**src/qeti_pkg.sv**
```systemverilog
package qeti_pkg;

  localparam int WL_W    = 17;
  localparam int QE_W    = 17;
  localparam int RND_W   = 16;
  localparam int IDX_W   = 6;
  localparam int PC_W    = 7;
  localparam int ENTRY_W = WL_W + QE_W;

  localparam logic [QE_W-1:0] QE_ONE = 17'd65536;
  localparam logic [PC_W-1:0] PC_RESET = 7'd2;

  // magnitude divider, two quotient bits per cycle
  localparam int DIV_W     = 36;
  localparam int DIV_STEPS = DIV_W / 2;
  localparam int DSTEP_W   = $clog2(DIV_STEPS);

  localparam logic CMD_QUERY = 1'b0;
  localparam logic CMD_LOAD  = 1'b1;

  typedef struct packed {
    logic              cmd;
    logic [IDX_W-1:0]  point_index;
    logic [WL_W-1:0]   wavelength;
    logic [QE_W-1:0]   qe_value;
    logic [RND_W-1:0]  random_value;
  } qeti_item_t;

  typedef struct packed {
    logic [QE_W-1:0] qe_fraction;
    logic            detected;
    logic [1:0]      status;
  } qeti_result_t;

  typedef enum logic [1:0] {
    STAT_OK    = 2'd0,
    STAT_ORDER = 2'd1,
    STAT_RANGE = 2'd2
  } qeti_status_t;

  typedef enum logic [2:0] {
    RD_ZERO,
    RD_LAST,
    RD_IDX_M1,
    RD_MID,
    RD_LO_M1,
    RD_LO
  } qeti_rd_sel_t;

  typedef enum logic [2:0] {
    RES_NONE,
    RES_RANGE,
    RES_LOAD_OK,
    RES_LOAD_CHK,
    RES_RD_Y,
    RES_Y0,
    RES_INTERP
  } qeti_res_op_t;

  typedef enum logic [3:0] {
    S_IDLE,
    S_DECODE,
    S_LD_CHK,
    S_Q_FIRST,
    S_Q_LAST,
    S_S_RD,
    S_S_CMP,
    S_P_LO,
    S_P_HI,
    S_MUL,
    S_DIV_LD,
    S_DIV,
    S_SUM,
    S_DONE
  } qeti_state_t;

  typedef struct packed {
    logic         latch;
    logic         ram_we;
    qeti_rd_sel_t rd_sel;
    logic         cap_lo;
    logic         cap_hi;
    logic         srch_init;
    logic         srch_step;
    logic         mul_go;
    logic         div_start;
    logic         div_step;
    qeti_res_op_t res_op;
    logic         out_load;
  } qeti_cmd_t;

  typedef struct packed {
    logic is_load;
    logic idx_range;
    logic idx_zero;
    logic w_le_rd;
    logic w_ge_rd;
    logic srch_done;
    logic degen;
    logic div_last;
    logic out_free;
  } qeti_flags_t;

endpackage

```
**src/qeti_ram.sv**
```systemverilog
module qeti_ram #(
  parameter int WIDTH = 34,
  parameter int DEPTH = 64,
  localparam int AW = $clog2(DEPTH)
) (
  input  logic             clk,
  input  logic             we,
  input  logic [AW-1:0]    waddr,
  input  logic [WIDTH-1:0] wdata,
  input  logic [AW-1:0]    raddr,
  output logic [WIDTH-1:0] rdata
);

  logic [WIDTH-1:0] mem [DEPTH];

  always_ff @(posedge clk) begin
    if (we) begin
      mem[waddr] <= wdata;
    end
    rdata <= mem[raddr];
  end

endmodule

```
**src/qeti_ctrl.sv**
```systemverilog
module qeti_ctrl
  import qeti_pkg::*;
(
  input  logic        clk,
  input  logic        rst,
  input  logic        item_valid,
  output logic        item_stall,
  input  qeti_flags_t flags,
  output qeti_cmd_t   cmd
);

  qeti_state_t state, state_next;

  always_ff @(posedge clk) begin
    if (rst) begin
      state <= S_IDLE;
    end else begin
      state <= state_next;
    end
  end

  always_comb begin
    state_next  = state;
    item_stall  = 1'b1;
    cmd         = '0;
    cmd.rd_sel  = RD_ZERO;
    cmd.res_op  = RES_NONE;
    unique case (state)
      S_IDLE: begin
        item_stall = 1'b0;
        if (item_valid) begin
          cmd.latch  = 1'b1;
          state_next = S_DECODE;
        end
      end
      S_DECODE: begin
        if (flags.is_load) begin
          priority if (flags.idx_range) begin
            cmd.res_op = RES_RANGE;
            state_next = S_DONE;
          end else if (flags.idx_zero) begin
            cmd.ram_we = 1'b1;
            cmd.res_op = RES_LOAD_OK;
            state_next = S_DONE;
          end else begin
            // fetch the previous point for the order check
            cmd.rd_sel = RD_IDX_M1;
            state_next = S_LD_CHK;
          end
        end else begin
          cmd.rd_sel = RD_ZERO;
          state_next = S_Q_FIRST;
        end
      end
      S_LD_CHK: begin
        cmd.ram_we = 1'b1;
        cmd.res_op = RES_LOAD_CHK;
        state_next = S_DONE;
      end
      S_Q_FIRST: begin
        if (flags.w_le_rd) begin
          cmd.res_op = RES_RD_Y;
          state_next = S_DONE;
        end else begin
          cmd.rd_sel = RD_LAST;
          state_next = S_Q_LAST;
        end
      end
      S_Q_LAST: begin
        if (flags.w_ge_rd) begin
          cmd.res_op = RES_RD_Y;
          state_next = S_DONE;
        end else begin
          cmd.srch_init = 1'b1;
          state_next    = S_S_RD;
        end
      end
      S_S_RD: begin
        if (flags.srch_done) begin
          cmd.rd_sel = RD_LO_M1;
          state_next = S_P_LO;
        end else begin
          cmd.rd_sel = RD_MID;
          state_next = S_S_CMP;
        end
      end
      S_S_CMP: begin
        cmd.srch_step = 1'b1;
        state_next    = S_S_RD;
      end
      S_P_LO: begin
        cmd.cap_lo = 1'b1;
        cmd.rd_sel = RD_LO;
        state_next = S_P_HI;
      end
      S_P_HI: begin
        cmd.cap_hi = 1'b1;
        state_next = S_MUL;
      end
      S_MUL: begin
        if (flags.degen) begin
          cmd.res_op = RES_Y0;
          state_next = S_DONE;
        end else begin
          cmd.mul_go = 1'b1;
          state_next = S_DIV_LD;
        end
      end
      S_DIV_LD: begin
        cmd.div_start = 1'b1;
        state_next    = S_DIV;
      end
      S_DIV: begin
        cmd.div_step = 1'b1;
        if (flags.div_last) begin
          state_next = S_SUM;
        end
      end
      S_SUM: begin
        cmd.res_op = RES_INTERP;
        state_next = S_DONE;
      end
      S_DONE: begin
        if (flags.out_free) begin
          cmd.out_load = 1'b1;
          state_next   = S_IDLE;
        end
      end
      default: begin
        state_next = S_IDLE;
      end
    endcase
  end

endmodule

```
**src/qeti_dp.sv**
```systemverilog
module qeti_dp
  import qeti_pkg::*;
#(
  parameter int MAX_POINTS = 64
) (
  input  logic            clk,
  input  logic            rst,
  input  qeti_item_t      item,
  input  logic            cfg_we,
  input  logic [PC_W-1:0] cfg_data,
  input  qeti_cmd_t       cmd,
  output qeti_flags_t     flags,
  output logic            result_valid,
  input  logic            result_stall,
  output qeti_result_t    result
);

  localparam int AW = $clog2(MAX_POINTS);
  localparam int NW = ($clog2(MAX_POINTS + 1) > PC_W) ? $clog2(MAX_POINTS + 1) : PC_W;

  logic [PC_W-1:0]   point_count;
  qeti_item_t        item_q;
  logic [AW-1:0]     lo, hi;
  logic [WL_W-1:0]   x0, x1;
  logic [QE_W-1:0]   y0, y1;
  logic signed [35:0] prod;
  logic [WL_W-1:0]   den;
  logic              neg;
  logic [DIV_W-1:0]  dvd;
  logic [WL_W-1:0]   rem;
  logic [DSTEP_W-1:0] div_cnt;
  logic [QE_W-1:0]   frac;
  qeti_status_t      stat;

  logic [NW-1:0]      pc_ext, n_use;
  logic [AW-1:0]      last, mid, raddr, waddr;
  logic [ENTRY_W-1:0] rdata, wdata;
  logic [WL_W-1:0]    rd_x;
  logic [QE_W-1:0]    rd_y, q_sat;
  logic signed [17:0] dw, dy;
  logic [DIV_W-1:0]   mag;
  logic [WL_W:0]      r1, r2, r1s, r2s;
  logic               ge1, ge2;
  logic signed [37:0] ys, qs, v;
  logic [QE_W-1:0]    v_clamp;

  // points in use, clamped to 2..MAX_POINTS
  always_comb begin
    pc_ext = NW'(point_count);
    if (pc_ext < NW'(2)) begin
      n_use = NW'(2);
    end else if (pc_ext > NW'(MAX_POINTS)) begin
      n_use = NW'(MAX_POINTS);
    end else begin
      n_use = pc_ext;
    end
  end

  assign last  = AW'(n_use - NW'(1));
  assign mid   = lo + ((hi - lo) >> 1);
  assign waddr = AW'(item_q.point_index);
  assign q_sat = (item_q.qe_value > QE_ONE) ? QE_ONE : item_q.qe_value;
  assign wdata = {item_q.wavelength, q_sat};
  assign rd_x  = rdata[ENTRY_W-1 -: WL_W];
  assign rd_y  = rdata[QE_W-1:0];

  always_comb begin
    unique case (cmd.rd_sel)
      RD_ZERO:   raddr = '0;
      RD_LAST:   raddr = last;
      RD_IDX_M1: raddr = AW'(item_q.point_index - IDX_W'(1));
      RD_MID:    raddr = mid;
      RD_LO_M1:  raddr = lo - AW'(1);
      RD_LO:     raddr = lo;
      default:   raddr = '0;
    endcase
  end

  qeti_ram #(
    .WIDTH (ENTRY_W),
    .DEPTH (MAX_POINTS)
  ) u_table (
    .clk   (clk),
    .we    (cmd.ram_we),
    .waddr (waddr),
    .wdata (wdata),
    .raddr (raddr),
    .rdata (rdata)
  );

  // signed differences for the segment slope
  assign dw = $signed({1'b0, item_q.wavelength}) - $signed({1'b0, x0});
  assign dy = $signed({1'b0, y1}) - $signed({1'b0, y0});
  assign mag = prod[35] ? DIV_W'(~prod + 36'sd1) : DIV_W'(prod);

  // two restoring divide steps per cycle
  always_comb begin
    r1  = {rem, dvd[DIV_W-1]};
    ge1 = r1 >= {1'b0, den};
    r1s = ge1 ? (r1 - {1'b0, den}) : r1;
    r2  = {r1s[WL_W-1:0], dvd[DIV_W-2]};
    ge2 = r2 >= {1'b0, den};
    r2s = ge2 ? (r2 - {1'b0, den}) : r2;
  end

  // quotient gets its sign back and is added to y0, then clamp to 0..one
  always_comb begin
    ys = $signed({21'b0, y0});
    qs = $signed({2'b0, dvd});
    v  = neg ? (ys - qs) : (ys + qs);
    if (v[37]) begin
      v_clamp = '0;
    end else if (v[36:0] > 37'(QE_ONE)) begin
      v_clamp = QE_ONE;
    end else begin
      v_clamp = v[QE_W-1:0];
    end
  end

  always_ff @(posedge clk) begin
    if (rst) begin
      point_count <= PC_RESET;
    end else if (cfg_we) begin
      point_count <= cfg_data;
    end
  end

  always_ff @(posedge clk) begin
    if (cmd.latch) begin
      item_q <= item;
    end
    if (cmd.srch_init) begin
      lo <= AW'(1);
      hi <= last;
    end else if (cmd.srch_step) begin
      if (rd_x >= item_q.wavelength) begin
        hi <= mid;
      end else begin
        lo <= mid + AW'(1);
      end
    end
    if (cmd.cap_lo) begin
      x0 <= rd_x;
      y0 <= rd_y;
    end
    if (cmd.cap_hi) begin
      x1 <= rd_x;
      y1 <= rd_y;
    end
    if (cmd.mul_go) begin
      prod <= dw * dy;
      den  <= x1 - x0;
    end
    if (cmd.div_start) begin
      neg     <= prod[35];
      dvd     <= mag;
      rem     <= '0;
      div_cnt <= '0;
    end else if (cmd.div_step) begin
      dvd     <= {dvd[DIV_W-3:0], ge1, ge2};
      rem     <= r2s[WL_W-1:0];
      div_cnt <= div_cnt + DSTEP_W'(1);
    end
    unique case (cmd.res_op)
      RES_NONE: begin
      end
      RES_RANGE: begin
        frac <= '0;
        stat <= STAT_RANGE;
      end
      RES_LOAD_OK: begin
        frac <= '0;
        stat <= STAT_OK;
      end
      RES_LOAD_CHK: begin
        frac <= '0;
        stat <= (rd_x < item_q.wavelength) ? STAT_OK : STAT_ORDER;
      end
      RES_RD_Y: begin
        frac <= rd_y;
        stat <= STAT_OK;
      end
      RES_Y0: begin
        frac <= y0;
        stat <= STAT_OK;
      end
      RES_INTERP: begin
        frac <= v_clamp;
        stat <= STAT_OK;
      end
      default: begin
      end
    endcase
    if (cmd.out_load) begin
      result.qe_fraction <= frac;
      result.detected    <= (item_q.cmd == CMD_QUERY) && ({1'b0, item_q.random_value} < frac);
      result.status      <= stat;
    end
  end

  // output register, refilled as it drains
  always_ff @(posedge clk) begin
    if (rst) begin
      result_valid <= 1'b0;
    end else if (cmd.out_load) begin
      result_valid <= 1'b1;
    end else if (!result_stall) begin
      result_valid <= 1'b0;
    end
  end

  always_comb begin
    flags.is_load   = item_q.cmd == CMD_LOAD;
    flags.idx_range = NW'(item_q.point_index) >= n_use;
    flags.idx_zero  = item_q.point_index == '0;
    flags.w_le_rd   = item_q.wavelength <= rd_x;
    flags.w_ge_rd   = item_q.wavelength >= rd_x;
    flags.srch_done = lo >= hi;
    flags.degen     = x1 <= x0;
    flags.div_last  = div_cnt == DSTEP_W'(DIV_STEPS - 1);
    flags.out_free  = !result_valid || !result_stall;
  end

endmodule

```
**src/qe_table_interpolate_detect.sv**
```systemverilog
// A load writes at once (slot 0), is refused (index out of range) or first reads the
// previous point for the order check. A query returns the end value when outside the
// table; inside, k <= ceil(log2(count-1)) search steps, each a read and a compare on
// the single read port, then reads of both segment ends, a multiply and a divide at two
// bits per cycle (both skipped when x1 <= x0). One item in flight; the next
// is taken the cycle after a result is queued. Reset clears control, result_valid, count=2.
module qe_table_interpolate_detect
  import qeti_pkg::*;
#(
  parameter int MAX_POINTS = 64
) (
  input  logic            clk,
  input  logic            rst,
  input  logic            item_valid,
  output logic            item_stall,
  input  qeti_item_t      item,
  output logic            result_valid,
  input  logic            result_stall,
  output qeti_result_t    result,
  input  logic            cfg_valid,
  output logic            cfg_ready,
  input  logic [PC_W-1:0] cfg_data
);

  qeti_cmd_t   cmd;
  qeti_flags_t flags;

  assign cfg_ready = 1'b1;

  qeti_ctrl u_ctrl (
    .clk        (clk),
    .rst        (rst),
    .item_valid (item_valid),
    .item_stall (item_stall),
    .flags      (flags),
    .cmd        (cmd)
  );

  qeti_dp #(
    .MAX_POINTS (MAX_POINTS)
  ) u_dp (
    .clk          (clk),
    .rst          (rst),
    .item         (item),
    .cfg_we       (cfg_valid && cfg_ready),
    .cfg_data     (cfg_data),
    .cmd          (cmd),
    .flags        (flags),
    .result_valid (result_valid),
    .result_stall (result_stall),
    .result       (result)
  );

endmodule

```
**config.mk**
```make
export PLATFORM = sky130hd
export DESIGN_NAME = qe_table_interpolate_detect
export DESIGN_NICKNAME = d
export VERILOG_FILES = /design/src/qeti_pkg.sv /design/src/qeti_ram.sv /design/src/qeti_ctrl.sv /design/src/qeti_dp.sv /design/src/qe_table_interpolate_detect.sv
export SDC_FILE = /design/constraint.sdc
export NUM_CORES = 2
export LEC_CHECK = 0
export BUFFER_PORTS_ARGS = -buffer_cell sky130_fd_sc_hd__buf_4
export CORE_MARGIN = 10
export CORE_UTILIZATION = 58
export CTS_CLUSTER_SIZE = 20
export DETAILED_ROUTE_END_ITERATION = 16
export PLACE_DENSITY = 0.79
export SYNTH_ARGS = -nofsm -noshare
export SYNTH_HDL_FRONTEND = slang
export SYNTH_HIERARCHICAL = 1
export SYNTH_SLANG_ARGS = --single-unit
```
**constraint.sdc**
```tcl
create_clock -name clk -period 9.2 [get_ports clk]
set_input_delay 0.92 -clock clk [delete_from_list [all_inputs] [get_ports clk]]
set_output_delay 0.92 -clock clk [all_outputs]
set_load 0.02 [all_outputs]
```
# After elaboration in Yosys (flattened, before gate mapping)
# Memory sizes are Yosys's and may differ from the RTL's. A register that Yosys moved wholly into a read port is not among the register bits.
# Index checks and enable logic that the tools add are counted.
totals:
  memories: 1
  ff_bits: 300
  ram_bits: 2176
op_classes:
  n_reduce_logical: 17
  magnitude_cmp: 14
  n_bitwise: 3
  multipliers: 1
  n_mux: 63
  n_eq_ne: 29
  n_addsub: 15
mem_list:
  columns: ["memory", "words", "word_bits", "read_ports", "rd_ports_with_merged_regs", "write_ports", "line", "rtl"]
  rows:
  - ["u_dp.u_table.mem", 64, 34, 1, 1, 1, "qeti_ram.sv:14", "logic [WIDTH-1:0] mem [DEPTH];"]
op_table:
  columns: ["op", "count"]
  rows:
  - ["two-way mux 36 bit", 3]
  - ["two-way mux 17 bit", 5]
  - ["one-hot mux 17 bit (4 select lines)", 1]
  - ["one-hot mux 4 bit (13 select lines)", 1]
  - ["subtractor 17 bit", 3]
  - ["two-way mux 38 bit", 1]
  - ["adder 17 x 36 -> 37 bit", 1]
  - ["greater-than comparator 37 x 17 -> 1 bit, second input constant", 1]
  - ["subtractor 17 x 36 -> 37 bit", 1]
  - ["adder 36 x 2 -> 36 bit, second input constant", 1]
  - ["greater-or-equal comparator 18 x 17 -> 1 bit", 2]
  - ["multiplier 18 x 18 -> 36 bit", 1]
  - ["two-way mux 4 bit", 9]
  - ["inverter 36 bit", 1]
  - ["subtractor 17 x 17 -> 18 bit", 2]
  - ["greater-or-equal comparator 17 bit", 2]
  - ["<= comparator 17 bit", 2]
  - ["one-hot mux 6 bit (5 select lines)", 1]
  - ["equality test 4 bit, second input constant", 6]
  - ["two-way mux 3 bit", 8]
  - ["two-way mux 1 bit", 23]
  - ["two-way mux 6 bit", 3]
  - ["one-hot mux 3 bit (6 select lines)", 1]
  - ["subtractor 6 x 1 -> 6 bit, second input constant", 3]
  - ["other kinds (39)", 60]

# Depth between registers and ports, before layout
depth:
  depth_word: 10
  ltp_mapped: 38
  ltp_nobuf: 38

# Cells and area by module
# Netlist, hierarchy kept.
modules_own_cells:
  columns: ["module", "instances", "area_per_inst_um2", "cells_each"]
  rows:
  - ["qeti_ram", 1, 83774.1, 3744]
  - ["qeti_dp", 1, 31783.0, 3377]
  - ["qeti_ctrl", 1, 619.3, 95]
  - ["qe_table_interpolate_detect", 1, 11.3, 2]

# Worst setup path before layout
# Ideal clock, no wire load.
synth_timing:
  path_type: "reg-to-reg"
  start: "reg u_dp/item_q[33] in the netlist's numbering"
  end: "reg u_dp.prod[33], data pin"
  path_buffers: 1
  setup_slack_ps: -780
  required_ps: 8941
  stages_incl_launch_ff: 36
  period_less_slack_ps: 9980
  setup_time_ps: 259
  t_arrival_ps: 9721
  path_cell_list: "edfxtp_1 -> inv_1 -> ha_1 -> inv_1 -> fa_1 -> a21o_1 -> a21oi_1 -> o21ai_0 -> a21oi_1 -> o21bai_1 -> a211o_1 -> a2111oi_0 -> nor2_1 -> xnor2_1 -> clkbuf_1 -> nand2_1 -> fa_1 -> inv_1 -> fa_1 -> fa_1 -> fa_1 -> fa_1 -> inv_1 -> fa_1 -> inv_1 -> ha_1 -> a21o_1 -> a21o_1 -> a21o_1 -> nand3_1 -> nand2_1 -> a221o_1 -> a2111oi_0 -> o21bai_1 -> a21oi_1 -> xnor2_1"
synth_via:
  elab_chain_len: 2
synth_lines:
  columns: ["element", "line", "rtl"]
  rows:
  - ["start: declaration", "qeti_dp.sv:22", "qeti_item_t item_q;"]
  - ["start signal: assignment", "qeti_dp.sv:130", "item_q <= item;"]
  - ["subtractor 17 x 17 -> 18 bit", "qeti_dp.sv:92", "assign dw = $signed({1'b0, item_q.wavelength}) - $signed({1'b0, x0});"]
  - ["multiplier 18 x 18 -> 36 bit", "qeti_dp.sv:151", "prod <= dw * dy;"]
  - ["end signal: assignment", "qeti_dp.sv:151", null]
  - ["end: declaration", "qeti_dp.sv:26", "logic signed [35:0] prod;"]
# No other way between the ends.
# A chain may end at the register's enable or synchronous reset.

# Final worst setup path
layout_timing:
  start: "reg u_dp/item_q[33] in the netlist's numbering"
  end: "reg u_dp.prod[34], data pin"
# The elaborated chain is that of the path after synthesis.

==> impl_results.md <==
* Outcome: completed
* Final hold slack at 0.207 ns
* Pin count of the biggest net entering global routing at 76
* Number of violations reported at the end of detailed-routing iteration 0 at 10,300
* Clock sink total at 2,510
* Clk root buf: clkbuf_16
* Share of flip-flops with an asynchronous set or reset at 0%
* Worst setup path startpoint: u_dp/item_q[33]
* Slowest cell on crit path: a21oi_1
* Worst Skew at 0.0783 ns
* Post-detailed-routing wire length at 326 mm
* Max-cap violations at 0
* Cell occurring most often along the worst timing path: fa_1
* Weighted congestion at the end of routability-driven global placement at 0.898
* Number of pins exceeding their max-slew limit in the final report at 0
* Number of instances in the synthesized netlist at 7,218
* First-pass DRT Iterations at 8
* Leading post-synthesis cells by cell area: edfxtp_1 (63%), mux4_2 (9.1%), fa_1 (5.8%), ha_1 (2.9%), inv_1 (1.8%)
* # setup viols final at 0
* I/O pin count at just over 90
* Transition at the pin with the smallest max-transition slack at about 1.3 ns
* Max incr delay on CP at 0.61 ns
* Startpoint kind of the worst setup timing path: flop
* Effective utilization at floorplan at 58.3%
* Arrival @ worst endpoint at approximately 9.6 ns
* Setup Crit Path Kind: reg -> reg
* Number of flops mapped to enable cells by yosys at ~2,400
* Remaining antenna violation count at 0
* Die extent in y at 468 um
* Primary flip-flop cell chosen by synthesis mapping: edfxtp_1
* Core footprint at 199,000 um2
* CP Capture Type: flop
* Number of buffers created by CTS at 233
* Total number of yosys warnings at 6
* Detailed placement HPWL at 199 mm
* Maximum fanout encountered on the critical timing path at 18
* Launch instance of the worst min-delay path: item[32]
* Input/output buffers at 90
* Clock transition at the registers of the reported paths at roughly 0.070 ns
* Overflow left after global routing at 0
* Max clock buf depth at 3
* Post-synthesis area per instance at 16.1 um2
* Average wire length per cell after detail routing at 31.3 um
* Total via count after detailed routing at 69,300
* Initial antenna violation count at 30
* Vias in the first global route at 71,000
* Hold bufs inserted after CTS at 0
* Full die area at 219,000 um2
* Setup repair after global routing missed its margin: yes
* Number of H-tree levels at 4
* Fraction of the yosys area taken by sequential cells at ~64%
* DR vias/cell at 6.65
* Most used standard cells in the synthesized netlist: edfxtp_1 (2,436), inv_1 (562), mux4_2 (472)
* First-pass GRT wire length at 478 mm
* Max transition margin at 16.2%
* TritonCTS clock tree: yes
* Worst-skew pair later-pin latency at 0.89 ns
* Post-layout nets at 8,225
* Share of cells above drive strength 1 at between 15 and 20%
* Drt drc at 0
* Max Fclk at 0.111 GHz
* Kind of path behind the tightest hold check: in -> reg
* Row cnt at 164
* Total nets after synthesis at 7,892
* Post-synth top area share at 63.0%
* Overall Global Routing Usage at just under 30%
* Distinct cell type count after synthesis at 91
* Filler instances at 13,000
* Area growth, synth to finish at 12.3%
* Post-synthesis cell type with the largest combined area: edfxtp_1
* Final hold violations at 0
* Die W at 468 um
* Cell Area, Synth at 116,000 um2
* R2r startpoint: u_dp/item_q[33]
* Fin crit share at around 98%
* Post-route minimum period at approximately 9.0 ns
* Required time of the critical path at between 9 and 10 ns
* Leading cell type by number of instances after synthesis: edfxtp_1
* Post-synthesis sequential element count at 2,510
==> critical path, delay by kind of cell, from the launching register on <==
kind	cells	cell delay, ns
xor gates and xnor gates	2	0.45
AOI/OAI and AO/OA	11	2.88
buffers and inverters	9	0.72
DFF	1	0.42
and+or+nand+nor	4	0.46
adders and majority gates	9	3.79
==> layout by cell type, fill, tap and decap left out, types with 79 or more instances in the layout <==
master / Yosys / routed
a21oi_1: 180 / 172
a22oi_1: 79 / 79
buf_4: 22 / 396
clkbuf_16: 0 / 236
edfxtp_1: 2436 / 2436
fa_1: 339 / 332
ha_1: 266 / 258
inv_1: 562 / 554
mux2i_1: 189 / 189
mux4_2: 472 / 472
nand2_1: 387 / 385
nand3_1: 116 / 115
nor2_1: 383 / 315
o21ai_0: 148 / 136
o22ai_1: 95 / 93
xnor2_1: 104 / 98
xor2_1: 83 / 82
==> logic make-up (layout without fill, tap and decap cells) <==
kind of cell / Yosys count / after routing / share of synthesized area, %
simple gates: 1382 / 1382 / 5.72
xor+xnor: 187 / 187 / 1.41
compound gates: 913 / 913 / 5.32
buf+inv: 895 / 1428 / 3.22
flops: 2510 / 2510 / 64.2
mux: 725 / 725 / 11.4
fa+ha+maj: 605 / 605 / 8.71
other cells: 1 / 15 / 0.00323
==> registers in the layout, indices dropped and copies added (netlist names), 20 cells and up <==
signal,cells
u_dp/result,20
u_dp/dvd,36
u_dp/u_table/rdata,34
u_dp/prod,36
u_dp/u_table/mem,2176
u_dp/item_q,50
==> path summary, 6_finish.rpt <==
path	slack [ns]	cells after the start	to
max	0.21	35	u_dp/prod[34]
min	0.21	1	u_dp/item_q[32]
max reg2reg	0.21	35	u_dp/prod[34]
min reg2reg	0.42	0	u_dp/result[17]
==> routing by layer <==
metal  routed length (um)  part of all wire, %  global-route usage (%)  up-vias
met5                   88                0.027                       0        -
met4                22000                  6.8                    16.2        8
met3                38700                   12                    6.81     1082
met2               157000                   48                    47.9     5068
met1               109000                   33                    37.4    34900
li1                     -                    -                       -    28300
==> through the flow <==
| step | worst slack, ns | instance area (um2) | instances | util (%) | setup TNS (ns) |
|---|---|---|---|---|---|
| after floorplan | 0.0169 | 116000 | 7218 | - | 0 |
| after detailed placement | -0.108 | 122000 | 9959 | 61.3 | -0.112 |
| final | 0.213 | 130000 | 10400 | 65.4 | 0 |
| after CTS | 0.0132 | 130000 | 10400 | 65.2 | 0 |
| after global routing | -0.224 | 130000 | 10400 | 65.4 | -0.725 |
| after global placement | 0.0123 | 122000 | 9959 | 61.3 | 0 |
==> what timing repair did <==
action / CTS / global route
setup buffers: 1 / 12
pin swaps: 3 / 59
resized for setup: 4 / 64
setup endpoints to repair: 7 / 18
==> final cells by class <==
| type | count | area (um2) | area share [%] |
|---|---|---|---|
| diodes | 14 | 35.0 | 0.0269 |
| clock buffers | 279 | 6100 | 4.67 |
| clock inverters | 156 | 1760 | 1.35 |
| inverters | 564 | 2120 | 1.62 |
| multi-input cells | 3813 | 38900 | 29.8 |
| flip-flops and latches | 2510 | 74600 | 57.2 |
| well taps | 2656 | 3320 | 2.55 |
| repair buffers | 429 | 3590 | 2.75 |
Power is not shown: default switching activity piles up to over one toggle a cycle in this logic, so the estimate is an artifact.
